===== config.mk =====
export PLATFORM = sky130hd
export DESIGN_NAME = spi_master_register_access_flat
export DESIGN_NICKNAME = d
export VERILOG_FILES = /design/src/rtl/core/smra_pkg.sv /design/src/rtl/core/smra_cmd_if.sv /design/src/rtl/core/smra_res_if.sv /design/src/rtl/core/smra_front.sv /design/src/rtl/core/smra_engine.sv /design/src/rtl/core/spi_master_register_access.sv /design/src/flat_wrapper.sv
export SDC_FILE = /design/constraint.sdc
export NUM_CORES = 1
export LEC_CHECK = 0
export ABC_AREA = 0
export ABC_CLOCK_PERIOD_IN_PS = 7900
export BUFFER_PORTS_ARGS = -buffer_cell sky130_fd_sc_hd__buf_2
export CORE_ASPECT_RATIO = 1.4
export CORE_MARGIN = 1.5
export CORE_UTILIZATION = 60
export CTS_BUF_LIST = sky130_fd_sc_hd__clkbuf_8 sky130_fd_sc_hd__clkbuf_16
export CTS_CLUSTER_DIAMETER = 30
export CTS_CLUSTER_SIZE = 20
export DETAILED_ROUTE_END_ITERATION = 10
export PLACE_DENSITY = 0.8
export REMOVE_ABC_BUFFERS = 1
export SETUP_SLACK_MARGIN = 0.02
export SYNTH_ARGS = -nofsm -noshare
export SYNTH_HDL_FRONTEND = slang
export SYNTH_SLANG_ARGS = --single-unit

===== constraint.sdc =====
create_clock -name i_clk -period 7.9 [get_ports i_clk]
set_input_delay 0.79 -clock i_clk [delete_from_list [all_inputs] [get_ports i_clk]]
set_output_delay 0.79 -clock i_clk [all_outputs]
set_load 0.1 [all_outputs]

===== src/rtl/core/smra_pkg.sv =====
// smra_pkg: shared types and constants for the spi register access master
// no dependencies; imported by smra_front, smra_engine and spi_master_register_access

package smra_pkg;

    localparam int SMRA_QUEUE_DEPTH = 2;

    localparam int CFG_W     = 16;
    localparam int CFG_IDX_W = 2;

    localparam logic [CFG_IDX_W-1:0] CFG_HALF_PERIOD = 2'd0;
    localparam logic [CFG_IDX_W-1:0] CFG_READ_WAIT   = 2'd1;
    localparam logic [CFG_IDX_W-1:0] CFG_READ_MASK   = 2'd2;

    localparam logic [CFG_W-1:0] HALF_PERIOD_RST = 16'd6;
    localparam logic [CFG_W-1:0] READ_WAIT_RST   = 16'd45;
    localparam logic [CFG_W-1:0] READ_MASK_RST   = 16'h8000;

    localparam logic       OP_WRITE = 1'b0;
    localparam logic       OP_READ  = 1'b1;
    localparam logic [2:0] LAST_BIT = 3'd7;

    typedef enum logic [2:0] {
        PH_IDLE  = 3'd0,
        PH_ADDR  = 3'd1,
        PH_WDATA = 3'd2,
        PH_WAIT  = 3'd3,
        PH_RDATA = 3'd4
    } t_phase;

    typedef struct packed {
        logic        cmd_valid;
        logic        opcode;
        logic [15:0] address;
        logic [15:0] burst_length;
        logic [7:0]  write_byte;
        logic        miso_level;
    } t_cmd;

    typedef struct packed {
        logic        chip_select_n;
        logic        sclk_level;
        logic        mosi_level;
        logic        byte_taken;
        logic        read_valid;
        logic [7:0]  read_data;
        logic        busy_res;
        logic        done_res;
    } t_res;

    typedef struct packed {
        logic [CFG_W-1:0] half_period_ticks;
        logic [CFG_W-1:0] read_wait_ticks;
        logic [CFG_W-1:0] read_flag_mask;
    } t_cfg;

endpackage


===== src/rtl/core/smra_cmd_if.sv =====
// smra_cmd_if: request channel carrying one tick of pin and command inputs
// depends on nothing but the handshake convention valid/ready

interface smra_cmd_if;
    logic        valid;
    logic        ready;
    logic        cmd_valid;
    logic        opcode;
    logic [15:0] address;
    logic [15:0] burst_length;
    logic [7:0]  write_byte;
    logic        miso_level;

    modport source (
        output valid, cmd_valid, opcode, address, burst_length, write_byte, miso_level,
        input  ready
    );
    modport sink (
        input  valid, cmd_valid, opcode, address, burst_length, write_byte, miso_level,
        output ready
    );
endinterface


===== src/rtl/core/smra_res_if.sv =====
// smra_res_if: result channel carrying pin levels and pulses of one tick
// depends on nothing but the handshake convention valid/ready

interface smra_res_if;
    logic        valid;
    logic        ready;
    logic        chip_select_n;
    logic        sclk_level;
    logic        mosi_level;
    logic        byte_taken;
    logic        read_valid;
    logic [7:0]  read_data;
    logic        busy_res;
    logic        done_res;

    modport source (
        output valid, chip_select_n, sclk_level, mosi_level, byte_taken, read_valid,
        output read_data, busy_res, done_res,
        input  ready
    );
    modport sink (
        input  valid, chip_select_n, sclk_level, mosi_level, byte_taken, read_valid,
        input  read_data, busy_res, done_res,
        output ready
    );
    modport monitor (
        input  valid, ready, chip_select_n, sclk_level, mosi_level, byte_taken,
        input  read_valid, read_data, busy_res, done_res
    );
endinterface


===== src/rtl/core/smra_front.sv =====
// smra_front: request intake and short queue in front of the engine
// depends on smra_pkg and smra_cmd_if

module smra_front
    import smra_pkg::*;
#(
    parameter int QUEUE_DEPTH = SMRA_QUEUE_DEPTH
) (
    input  logic         i_clk,
    input  logic         i_rst_n,
    smra_cmd_if.sink     i_cmd,
    output logic         o_head_valid,
    output t_cmd         o_head,
    input  logic         i_pop
);

    localparam int PTR_W = (QUEUE_DEPTH > 1) ? $clog2(QUEUE_DEPTH) : 1;
    localparam int CNT_W = $clog2(QUEUE_DEPTH + 1);
    localparam logic [PTR_W-1:0] PTR_LAST = PTR_W'(QUEUE_DEPTH - 1);
    localparam logic [CNT_W-1:0] CNT_FULL = CNT_W'(QUEUE_DEPTH);

    t_cmd             r_mem [QUEUE_DEPTH];
    logic [PTR_W-1:0] r_wr_ptr, n_wr_ptr;
    logic [PTR_W-1:0] r_rd_ptr, n_rd_ptr;
    logic [CNT_W-1:0] r_count, n_count;
    logic             w_push, w_pop;
    t_cmd             w_in;

    assign i_cmd.ready  = (r_count != CNT_FULL);
    assign w_push       = i_cmd.valid && i_cmd.ready;
    assign w_pop        = i_pop && (r_count != '0);
    assign o_head_valid = (r_count != '0);
    assign o_head       = r_mem[r_rd_ptr];

    always_comb begin
        w_in.cmd_valid    = i_cmd.cmd_valid;
        w_in.opcode       = i_cmd.opcode;
        w_in.address      = i_cmd.address;
        w_in.burst_length = i_cmd.burst_length;
        w_in.write_byte   = i_cmd.write_byte;
        w_in.miso_level   = i_cmd.miso_level;
    end

    always_comb begin
        n_wr_ptr = r_wr_ptr;
        n_rd_ptr = r_rd_ptr;
        n_count  = r_count;
        if (w_push) begin
            n_wr_ptr = (r_wr_ptr == PTR_LAST) ? '0 : r_wr_ptr + PTR_W'(1);
        end
        if (w_pop) begin
            n_rd_ptr = (r_rd_ptr == PTR_LAST) ? '0 : r_rd_ptr + PTR_W'(1);
        end
        if (w_push && !w_pop) begin
            n_count = r_count + CNT_W'(1);
        end else if (!w_push && w_pop) begin
            n_count = r_count - CNT_W'(1);
        end
    end

    always_ff @(posedge i_clk) begin
        if (!i_rst_n) begin
            r_wr_ptr <= '0;
            r_rd_ptr <= '0;
            r_count  <= '0;
        end else begin
            r_wr_ptr <= n_wr_ptr;
            r_rd_ptr <= n_rd_ptr;
            r_count  <= n_count;
        end
    end

    always_ff @(posedge i_clk) begin
        if (w_push) begin
            r_mem[r_wr_ptr] <= w_in;
        end
    end

endmodule


===== src/rtl/core/smra_engine.sv =====
// smra_engine: bit timing sequencer and result register behind the queue
// depends on smra_pkg and smra_res_if

module smra_engine
    import smra_pkg::*;
(
    input  logic         i_clk,
    input  logic         i_rst_n,
    input  t_cfg         i_cfg,
    input  logic         i_head_valid,
    input  t_cmd         i_head,
    output logic         o_pop,
    smra_res_if.source   o_res
);

    t_phase      r_phase, n_phase;
    logic [2:0]  r_bit, n_bit;
    logic [15:0] r_bytes_left, n_bytes_left;
    logic [15:0] r_tick, n_tick;
    logic [7:0]  r_shift, n_shift;
    logic [15:0] r_addr, n_addr;
    logic        r_is_read, n_is_read;
    logic        r_addr_idx, n_addr_idx;
    logic        r_sclk, n_sclk;

    logic        w_taken, w_rvalid, w_done;
    logic [7:0]  w_rdata;
    logic        w_fire;
    logic        w_half_more, w_wait_done;
    logic        w_xfer;
    t_res        w_res;
    t_res        r_res;
    logic        r_out_valid;

    assign w_fire = i_head_valid && (!r_out_valid || o_res.ready);
    assign o_pop  = w_fire;

    assign w_half_more = ({1'b0, r_tick} + 17'd1) < {1'b0, i_cfg.half_period_ticks};
    assign w_wait_done = ({1'b0, r_tick} + 17'd1) >= {1'b0, i_cfg.read_wait_ticks};

    // next state: one tick of the transfer sequencer
    always_comb begin
        n_phase      = r_phase;
        n_bit        = r_bit;
        n_bytes_left = r_bytes_left;
        n_tick       = r_tick;
        n_shift      = r_shift;
        n_addr       = r_addr;
        n_is_read    = r_is_read;
        n_addr_idx   = r_addr_idx;
        n_sclk       = r_sclk;
        w_taken      = 1'b0;
        w_rvalid     = 1'b0;
        w_done       = 1'b0;
        w_rdata      = 8'd0;
        case (r_phase)
            PH_IDLE: begin
                if (i_head.cmd_valid) begin
                    n_is_read    = i_head.opcode;
                    n_addr       = (i_head.opcode == OP_READ) ?
                                   (i_head.address | i_cfg.read_flag_mask) : i_head.address;
                    n_bytes_left = i_head.burst_length;
                    n_addr_idx   = 1'b0;
                    n_shift      = n_addr[15:8];
                    n_bit        = 3'd0;
                    n_phase      = PH_ADDR;
                    n_sclk       = 1'b1;
                    n_tick       = 16'd0;
                end
            end
            PH_WAIT: begin
                if (w_wait_done) begin
                    n_phase = PH_RDATA;
                    if (r_bytes_left == 16'd0) begin
                        n_phase = PH_IDLE;
                        n_bit   = 3'd0;
                        n_tick  = 16'd0;
                        n_sclk  = 1'b0;
                        w_done  = 1'b1;
                    end else begin
                        n_shift = 8'd0;
                        n_bit   = 3'd0;
                        n_sclk  = 1'b1;
                        n_tick  = 16'd0;
                    end
                end else begin
                    n_tick = r_tick + 16'd1;
                end
            end
            PH_ADDR, PH_WDATA, PH_RDATA: begin
                if (w_half_more) begin
                    n_tick = r_tick + 16'd1;
                end else if (r_sclk) begin
                    // sample at the end of the high half
                    if (r_phase == PH_RDATA) begin
                        n_shift = {r_shift[6:0], i_head.miso_level};
                    end
                    n_sclk = 1'b0;
                    n_tick = 16'd0;
                end else begin
                    if (r_phase != PH_RDATA) begin
                        n_shift = {r_shift[6:0], 1'b0};
                    end
                    if (r_bit != LAST_BIT) begin
                        n_bit  = r_bit + 3'd1;
                        n_sclk = 1'b1;
                        n_tick = 16'd0;
                    end else if (r_phase == PH_ADDR && !r_addr_idx) begin
                        n_addr_idx = 1'b1;
                        n_shift    = r_addr[7:0];
                        n_bit      = 3'd0;
                        n_sclk     = 1'b1;
                        n_tick     = 16'd0;
                    end else if (r_phase == PH_ADDR && r_is_read &&
                                 i_cfg.read_wait_ticks != 16'd0) begin
                        n_phase = PH_WAIT;
                        n_tick  = 16'd0;
                        n_sclk  = 1'b0;
                    end else begin
                        // next data byte, or end of burst
                        if (r_phase == PH_RDATA) begin
                            w_rvalid     = 1'b1;
                            w_rdata      = r_shift;
                            n_bytes_left = r_bytes_left - 16'd1;
                        end
                        n_phase = (r_is_read) ? PH_RDATA : PH_WDATA;
                        if (n_bytes_left == 16'd0) begin
                            n_phase = PH_IDLE;
                            n_bit   = 3'd0;
                            n_tick  = 16'd0;
                            n_sclk  = 1'b0;
                            w_done  = 1'b1;
                        end else begin
                            n_bit  = 3'd0;
                            n_sclk = 1'b1;
                            n_tick = 16'd0;
                            if (r_is_read) begin
                                n_shift = 8'd0;
                            end else begin
                                n_shift      = i_head.write_byte;
                                n_bytes_left = r_bytes_left - 16'd1;
                                w_taken      = 1'b1;
                            end
                        end
                    end
                end
            end
            default: begin
                n_phase = PH_IDLE;
                n_sclk  = 1'b0;
                n_tick  = 16'd0;
            end
        endcase
    end

    // outputs: pin levels after this tick's edge
    always_comb begin
        w_xfer              = (n_phase == PH_ADDR) || (n_phase == PH_WDATA) ||
                              (n_phase == PH_RDATA);
        w_res.chip_select_n = (n_phase == PH_IDLE);
        w_res.sclk_level    = w_xfer && n_sclk;
        w_res.mosi_level    = ((n_phase == PH_ADDR) || (n_phase == PH_WDATA)) ?
                              n_shift[7] : 1'b0;
        w_res.byte_taken    = w_taken;
        w_res.read_valid    = w_rvalid;
        w_res.read_data     = w_rdata;
        w_res.busy_res      = (n_phase != PH_IDLE);
        w_res.done_res      = w_done;
    end

    always_ff @(posedge i_clk) begin
        if (!i_rst_n) begin
            r_phase      <= PH_IDLE;
            r_bit        <= 3'd0;
            r_bytes_left <= 16'd0;
            r_tick       <= 16'd0;
            r_shift      <= 8'd0;
            r_addr       <= 16'd0;
            r_is_read    <= 1'b0;
            r_addr_idx   <= 1'b0;
            r_sclk       <= 1'b0;
            r_out_valid  <= 1'b0;
        end else begin
            if (w_fire) begin
                r_phase      <= n_phase;
                r_bit        <= n_bit;
                r_bytes_left <= n_bytes_left;
                r_tick       <= n_tick;
                r_shift      <= n_shift;
                r_addr       <= n_addr;
                r_is_read    <= n_is_read;
                r_addr_idx   <= n_addr_idx;
                r_sclk       <= n_sclk;
                r_out_valid  <= 1'b1;
            end else if (o_res.ready) begin
                r_out_valid  <= 1'b0;
            end
        end
    end

    always_ff @(posedge i_clk) begin
        if (w_fire) begin
            r_res <= w_res;
        end
    end

    assign o_res.valid         = r_out_valid;
    assign o_res.chip_select_n = r_res.chip_select_n;
    assign o_res.sclk_level    = r_res.sclk_level;
    assign o_res.mosi_level    = r_res.mosi_level;
    assign o_res.byte_taken    = r_res.byte_taken;
    assign o_res.read_valid    = r_res.read_valid;
    assign o_res.read_data     = r_res.read_data;
    assign o_res.busy_res      = r_res.busy_res;
    assign o_res.done_res      = r_res.done_res;

endmodule


===== src/rtl/core/spi_master_register_access.sv =====
// spi_master_register_access: top level, config registers, queue and engine
// depends on smra_pkg, smra_cmd_if, smra_res_if, smra_front, smra_engine
//
//   channel   dir   handshake            carries
//   i_cmd     in    valid/ready          one tick: command, write byte, miso level
//   o_res     out   valid/ready          one tick: cs_n, sclk, mosi, pulses, read byte
//   i_cfg_*   in    write enable only    half period, read wait, read flag mask
//
// one request per cycle sustained while o_res is ready; each request yields exactly one result
// a request is registered in the front queue, then in the result register
// the queue lets requests keep arriving while o_res is stalled, until its QUEUE_DEPTH entries are full
// reset (synchronous, active low) empties the queue and returns the engine to idle
// config writes land at once; change them only while the engine is idle

module spi_master_register_access
    import smra_pkg::*;
#(
    parameter int QUEUE_DEPTH = SMRA_QUEUE_DEPTH
) (
    input  logic                 i_clk,
    input  logic                 i_rst_n,
    smra_cmd_if.sink             i_cmd,
    smra_res_if.source           o_res,
    input  logic                 i_cfg_we,
    input  logic [CFG_IDX_W-1:0] i_cfg_idx,
    input  logic [CFG_W-1:0]     i_cfg_data
);

    // configuration registers
    t_cfg r_cfg;
    logic w_head_valid;
    t_cmd w_head;
    logic w_pop;

    always_ff @(posedge i_clk) begin
        if (!i_rst_n) begin
            r_cfg.half_period_ticks <= HALF_PERIOD_RST;
            r_cfg.read_wait_ticks   <= READ_WAIT_RST;
            r_cfg.read_flag_mask    <= READ_MASK_RST;
        end else if (i_cfg_we) begin
            case (i_cfg_idx)
                CFG_HALF_PERIOD: r_cfg.half_period_ticks <= i_cfg_data;
                CFG_READ_WAIT:   r_cfg.read_wait_ticks   <= i_cfg_data;
                CFG_READ_MASK:   r_cfg.read_flag_mask    <= i_cfg_data;
                default: begin
                    // unused index, write dropped
                end
            endcase
        end
    end

    // front: takes requests, holds them until the engine is free
    smra_front #(
        .QUEUE_DEPTH (QUEUE_DEPTH)
    ) u_front (
        .i_clk        (i_clk),
        .i_rst_n      (i_rst_n),
        .i_cmd        (i_cmd),
        .o_head_valid (w_head_valid),
        .o_head       (w_head),
        .i_pop        (w_pop)
    );

    // back: one tick of spi timing per popped request
    smra_engine u_engine (
        .i_clk        (i_clk),
        .i_rst_n      (i_rst_n),
        .i_cfg        (r_cfg),
        .i_head_valid (w_head_valid),
        .i_head       (w_head),
        .o_pop        (w_pop),
        .o_res        (o_res)
    );

endmodule


===== src/flat_wrapper.sv =====
// flat-port wrapper written by rule: the top's interface ports become plain ports
module spi_master_register_access_flat import smra_pkg::*;
#(
    parameter int QUEUE_DEPTH = SMRA_QUEUE_DEPTH
)
  (i_clk, i_rst_n, i_cfg_we, i_cfg_idx, i_cfg_data, i_cmd_valid, i_cmd_cmd_valid, i_cmd_opcode, i_cmd_address, i_cmd_burst_length, i_cmd_write_byte, i_cmd_miso_level, i_cmd_ready, o_res_valid, o_res_chip_select_n, o_res_sclk_level, o_res_mosi_level, o_res_byte_taken, o_res_read_valid, o_res_read_data, o_res_busy_res, o_res_done_res, o_res_ready);
  smra_cmd_if i_cmd_i ();
  smra_res_if o_res_i ();
  input  logic i_clk;
  input  logic i_rst_n;
  input  logic i_cfg_we;
  input  logic [CFG_IDX_W-1:0] i_cfg_idx;
  input  logic [CFG_W-1:0] i_cfg_data;
  input wire logic [$bits(i_cmd_i.valid)-1:0] i_cmd_valid;
  input wire logic [$bits(i_cmd_i.cmd_valid)-1:0] i_cmd_cmd_valid;
  input wire logic [$bits(i_cmd_i.opcode)-1:0] i_cmd_opcode;
  input wire logic [$bits(i_cmd_i.address)-1:0] i_cmd_address;
  input wire logic [$bits(i_cmd_i.burst_length)-1:0] i_cmd_burst_length;
  input wire logic [$bits(i_cmd_i.write_byte)-1:0] i_cmd_write_byte;
  input wire logic [$bits(i_cmd_i.miso_level)-1:0] i_cmd_miso_level;
  output wire logic [$bits(i_cmd_i.ready)-1:0] i_cmd_ready;
  output wire logic [$bits(o_res_i.valid)-1:0] o_res_valid;
  output wire logic [$bits(o_res_i.chip_select_n)-1:0] o_res_chip_select_n;
  output wire logic [$bits(o_res_i.sclk_level)-1:0] o_res_sclk_level;
  output wire logic [$bits(o_res_i.mosi_level)-1:0] o_res_mosi_level;
  output wire logic [$bits(o_res_i.byte_taken)-1:0] o_res_byte_taken;
  output wire logic [$bits(o_res_i.read_valid)-1:0] o_res_read_valid;
  output wire logic [$bits(o_res_i.read_data)-1:0] o_res_read_data;
  output wire logic [$bits(o_res_i.busy_res)-1:0] o_res_busy_res;
  output wire logic [$bits(o_res_i.done_res)-1:0] o_res_done_res;
  input wire logic [$bits(o_res_i.ready)-1:0] o_res_ready;
  assign i_cmd_i.valid = i_cmd_valid;
  assign i_cmd_i.cmd_valid = i_cmd_cmd_valid;
  assign i_cmd_i.opcode = i_cmd_opcode;
  assign i_cmd_i.address = i_cmd_address;
  assign i_cmd_i.burst_length = i_cmd_burst_length;
  assign i_cmd_i.write_byte = i_cmd_write_byte;
  assign i_cmd_i.miso_level = i_cmd_miso_level;
  assign i_cmd_ready = i_cmd_i.ready;
  assign o_res_valid = o_res_i.valid;
  assign o_res_chip_select_n = o_res_i.chip_select_n;
  assign o_res_sclk_level = o_res_i.sclk_level;
  assign o_res_mosi_level = o_res_i.mosi_level;
  assign o_res_byte_taken = o_res_i.byte_taken;
  assign o_res_read_valid = o_res_i.read_valid;
  assign o_res_read_data = o_res_i.read_data;
  assign o_res_busy_res = o_res_i.busy_res;
  assign o_res_done_res = o_res_i.done_res;
  assign o_res_i.ready = o_res_ready;
  spi_master_register_access #(.QUEUE_DEPTH(QUEUE_DEPTH)) u_core (.i_clk(i_clk), .i_rst_n(i_rst_n), .i_cmd(i_cmd_i), .o_res(o_res_i), .i_cfg_we(i_cfg_we), .i_cfg_idx(i_cfg_idx), .i_cfg_data(i_cfg_data));
endmodule

==> metrics.txt <==
violation count after the first detailed-routing iteration 977; arrival time at the worst endpoint between 5 and 6 ns; category of the critical setup timing path flop to flop; top cells by instance count after synthesis sky130_fd_sc_hd__nand2_1 (158), sky130_fd_sc_hd__dfxtp_1 (111), sky130_fd_sc_hd__a21oi_1 (103), sky130_fd_sc_hd__edfxtp_1 (101), sky130_fd_sc_hd__nor2_1 (66); total CTS buffers 36; synthesized-area fraction occupied by ao, oa, aoi and oai cells roughly 18%; final setup violating endpoints 0; sequential-to-total area share from yosys stat 49.9%; required time at the worst-slack endpoint 8.32 ns; multiplexer area fraction after synthesis between 4 and 5%; num ports 83; flop and latch count out of synthesis between 200 and 250; wirelength, routed 27,800 µm; Post-synth ARST share 0%; Yosys top cell area share 28.8%; Cell Count Post-Placement approximately 1,400; wire length of the first global-routing pass about 44,000 µm; number of fill cells in the layout roughly 1,300; accumulated negative setup slack 0 ns; final max-slew violation count 0; ratio of final minimum period to clock period about three fifths; area fraction in and, or, nand and nor cells after synthesis a little under a fifth; floorplan die area around 0.018 mm²; clock tree root buffer cell sky130_fd_sc_hd__clkbuf_16; xor/xnor cell area share of the yosys netlist around 1.9%; number of instances in the synthesized netlist between 1,000 and 1,500; number of hold-slack violations in the final timing report 0; cell type with the highest aggregate area in the netlist sky130_fd_sc_hd__edfxtp_1; area overhead of the layout relative to synthesis 16.6%; DIE WIDTH ~110 µm; Post-CTS Setup Bufs 0; number of diodes added for antenna fixing 0; outcome finished, final reports clean; Max rail drop VDD 0.000239 V; Max-slew headroom 16.5%; clock tree from TritonCTS built; Tmin final 4.67 ns; Worst-Skew Late Latency ~0.51 ns; Cell Pwr Density 415 mW/mm²; Fin Clk Skew about 0.029 ns; top_reg_cell synth sky130_fd_sc_hd__dfxtp_1; number of port buffers just over 80; Max Clk Rate roughly 210 MHz; Syn Area/Cell 9.69 µm²; max-capacitance violation count 0; Final Worst Setup Slack 3.23 ns; internal portion of total power a little under 3000 µW; count of synthesis-stage warnings from yosys 0; number of nets with antenna violations after detailed routing 0; Sinks on Clock Net about 210; post-DR vias/cell 6.31; largest net degree at the start of global routing 74; highest fanout seen on the critical path 6; final std cells w/o fill ~1,400; Leakage Power ~0.0046 µW; worst setup timing slack at the placement stage roughly 3.3 ns; power share of the clock group between 30% and 40%; switching power summed over all nets about 2100 µW; most area-consuming cells after synthesis sky130_fd_sc_hd__edfxtp_1 (29%), sky130_fd_sc_hd__dfxtp_1 (21%), sky130_fd_sc_hd__nand2_1 (5.6%), sky130_fd_sc_hd__a21oi_1 (4.9%), sky130_fd_sc_hd__ha_1 (4.3%); deepest clock path buffer count 3; grt total ovfl 0; sequential share of power a little under a third; total via count after detailed routing about 8,900; switching power share of the total a little over two fifths; class of the worst hold path flop to flop; library cells used by synthesis 79; CP Capture Type flop; drt first pass iters 6; Gate power share a little under two fifths; count of hold buffers inserted by post-cts repair 0; number of placement rows 57; number of nets in the finished design ~1,300; die outline height around 160 µm; post-detailed-placement half-perimeter wirelength roughly 19,000 µm; Cell Area, Synth 0.0105 mm²; Resized cells post-CTS 0; vias in the first global route between 8,000 and 9,000; detail-routed net length per standard cell 19.6 µm; Initial Utilization about three fifths; Worst Max-Slew Pin Slew approximately 1.3 ns; Worst Setup Start Kind flop; layout cells sized above 1 17.0%; DRC violations left 0; H-Tree Level Count 2; dominant combinational cell family by area after synthesis simple AND/OR/NAND/NOR gates; clock-pin slew on the worst setup and hold paths roughly 0.05 ns; setup repair after global routing missed its margin no; final-layout worst hold slack around 0.45 ns; CORE AREA approximately 0.017 mm²; RD Place Congestion around 0.93; cell with the most instances after synthesis sky130_fd_sc_hd__nand2_1; overall routing resource usage around 31%; initial antenna violation count 0; post-synthesis share of cell area spent on full adders, half adders and majority gates under 10%; number of enable-type register cells in the synthesized netlist approximately 100
==> power by group through the flow <==
stage / Sequential [µW] / Clock [µW] / Combinational [µW]
CTS: 1610 / 1540 / 1900
detailed placement: 1630 / 0 / 1880
global route: 1640 / 1590 / 2080
floorplan: 1850 / 0 / 1130
global placement: 1620 / 0 / 1860
finish: 1620 / 1530 / 1940
==> worst max-delay path, cell delays in order, from the launching register on <==
cell and delay (ns):
sky130_fd_sc_hd__dfxtp_1 0.42, sky130_fd_sc_hd__and3_1 0.25, sky130_fd_sc_hd__and3_1 0.24, sky130_fd_sc_hd__and3_1 0.30, sky130_fd_sc_hd__nand4_1 0.22, sky130_fd_sc_hd__nor2_1 0.20, sky130_fd_sc_hd__xor2_1 0.29, sky130_fd_sc_hd__ha_1 0.25
sky130_fd_sc_hd__nand3_1 0.13, sky130_fd_sc_hd__nor4_1 0.42, sky130_fd_sc_hd__a32oi_1 0.24, sky130_fd_sc_hd__a21oi_1 0.37, sky130_fd_sc_hd__a31oi_1 0.28, sky130_fd_sc_hd__or3_1 0.39, sky130_fd_sc_hd__or4_1 0.40, sky130_fd_sc_hd__a31oi_1 0.19
==> layer usage <==
| metal | GRT usage [%] | routed length (µm) | vias up |
|---|---|---|---|
| li1 | - | - | 4172 |
| met1 | 36.0 | 10600 | 4221 |
| met2 | 53.5 | 14200 | 447 |
| met3 | 4.71 | 1690 | 106 |
| met4 | 15.3 | 1310 | 0 |
| met5 | 0 | 0 | - |
==> cell families (layout without fill, tap and decap cells) <==
kind of cell / Yosys count / after routing
adder cells (fa/ha/maj): 36 / 36
flip-flops: 212 / 212
multiplexers: 41 / 41
buffers and inverters: 101 / 195
XOR/XNOR: 23 / 23
AO/OA/AOI/OAI: 291 / 291
AND/OR/NAND/NOR: 383 / 383
==> final timing paths <==
check	from	slack, ns	cells after the start	end
setup / recovery	u_core.u_engine.r_tick[0]	3.23	15	u_core.u_engine.r_bytes_left[15]
hold / removal	u_core.r_cfg[41]	0.45	2	u_core.r_cfg[41]
setup reg to reg	u_core.u_engine.r_tick[0]	3.23	15	u_core.u_engine.r_bytes_left[15]
hold reg to reg	u_core.r_cfg[41]	0.45	2	u_core.r_cfg[41]
==> registers in the layout, summed over array words and instances (netlist names), 2 cells and up, named ones only <==
register and flops:
u_core.r_cfg 48, u_core.u_engine.o_res.read_data 8, u_core.u_engine.r_addr 8, u_core.u_engine.r_bit 3, u_core.u_engine.r_bytes_left 16, u_core.u_engine.r_phase 3
u_core.u_engine.r_shift 8, u_core.u_engine.r_tick 16, u_core.u_front.r_count 2, u_core.u_front.r_mem 86
==> cells in the final DEF (no fill, tap or decap), types with 36 or more instances in the layout <==
cell type                   instances
sky130_fd_sc_hd__edfxtp_1         101
sky130_fd_sc_hd__nand2_1          158
sky130_fd_sc_hd__ha_1              36
sky130_fd_sc_hd__nor2_1            64
sky130_fd_sc_hd__a21oi_1          102
sky130_fd_sc_hd__clkbuf_16         36
sky130_fd_sc_hd__buf_2             82
sky130_fd_sc_hd__inv_1             42
sky130_fd_sc_hd__dfxtp_1          110
sky130_fd_sc_hd__o21ai_0           54
==> layout make-up <==
type                    count  area, µm²  area share (%)
inverters                  40        150            1.22
repair buffers             90        470            3.83
flip-flops and latches    212       5260            42.8
well taps                 236        295            2.40
clock inverters            26        279            2.27
multi-input cells         774       4880            39.8
clock buffers              39        942            7.67
==> per-stage QoR <==
step,instance area [µm²],util (%),total power (µW)
2_1_floorplan,10300,-,2970
3_3_place_gp,11100,64.1,3480
3_5_place_dp,11100,64.1,3510
4_1_cts,12300,71.1,5060
5_1_grt,12300,71.1,5320
6_report,12300,71.1,5090
Note: power is estimated with default switching activity, not from simulation.
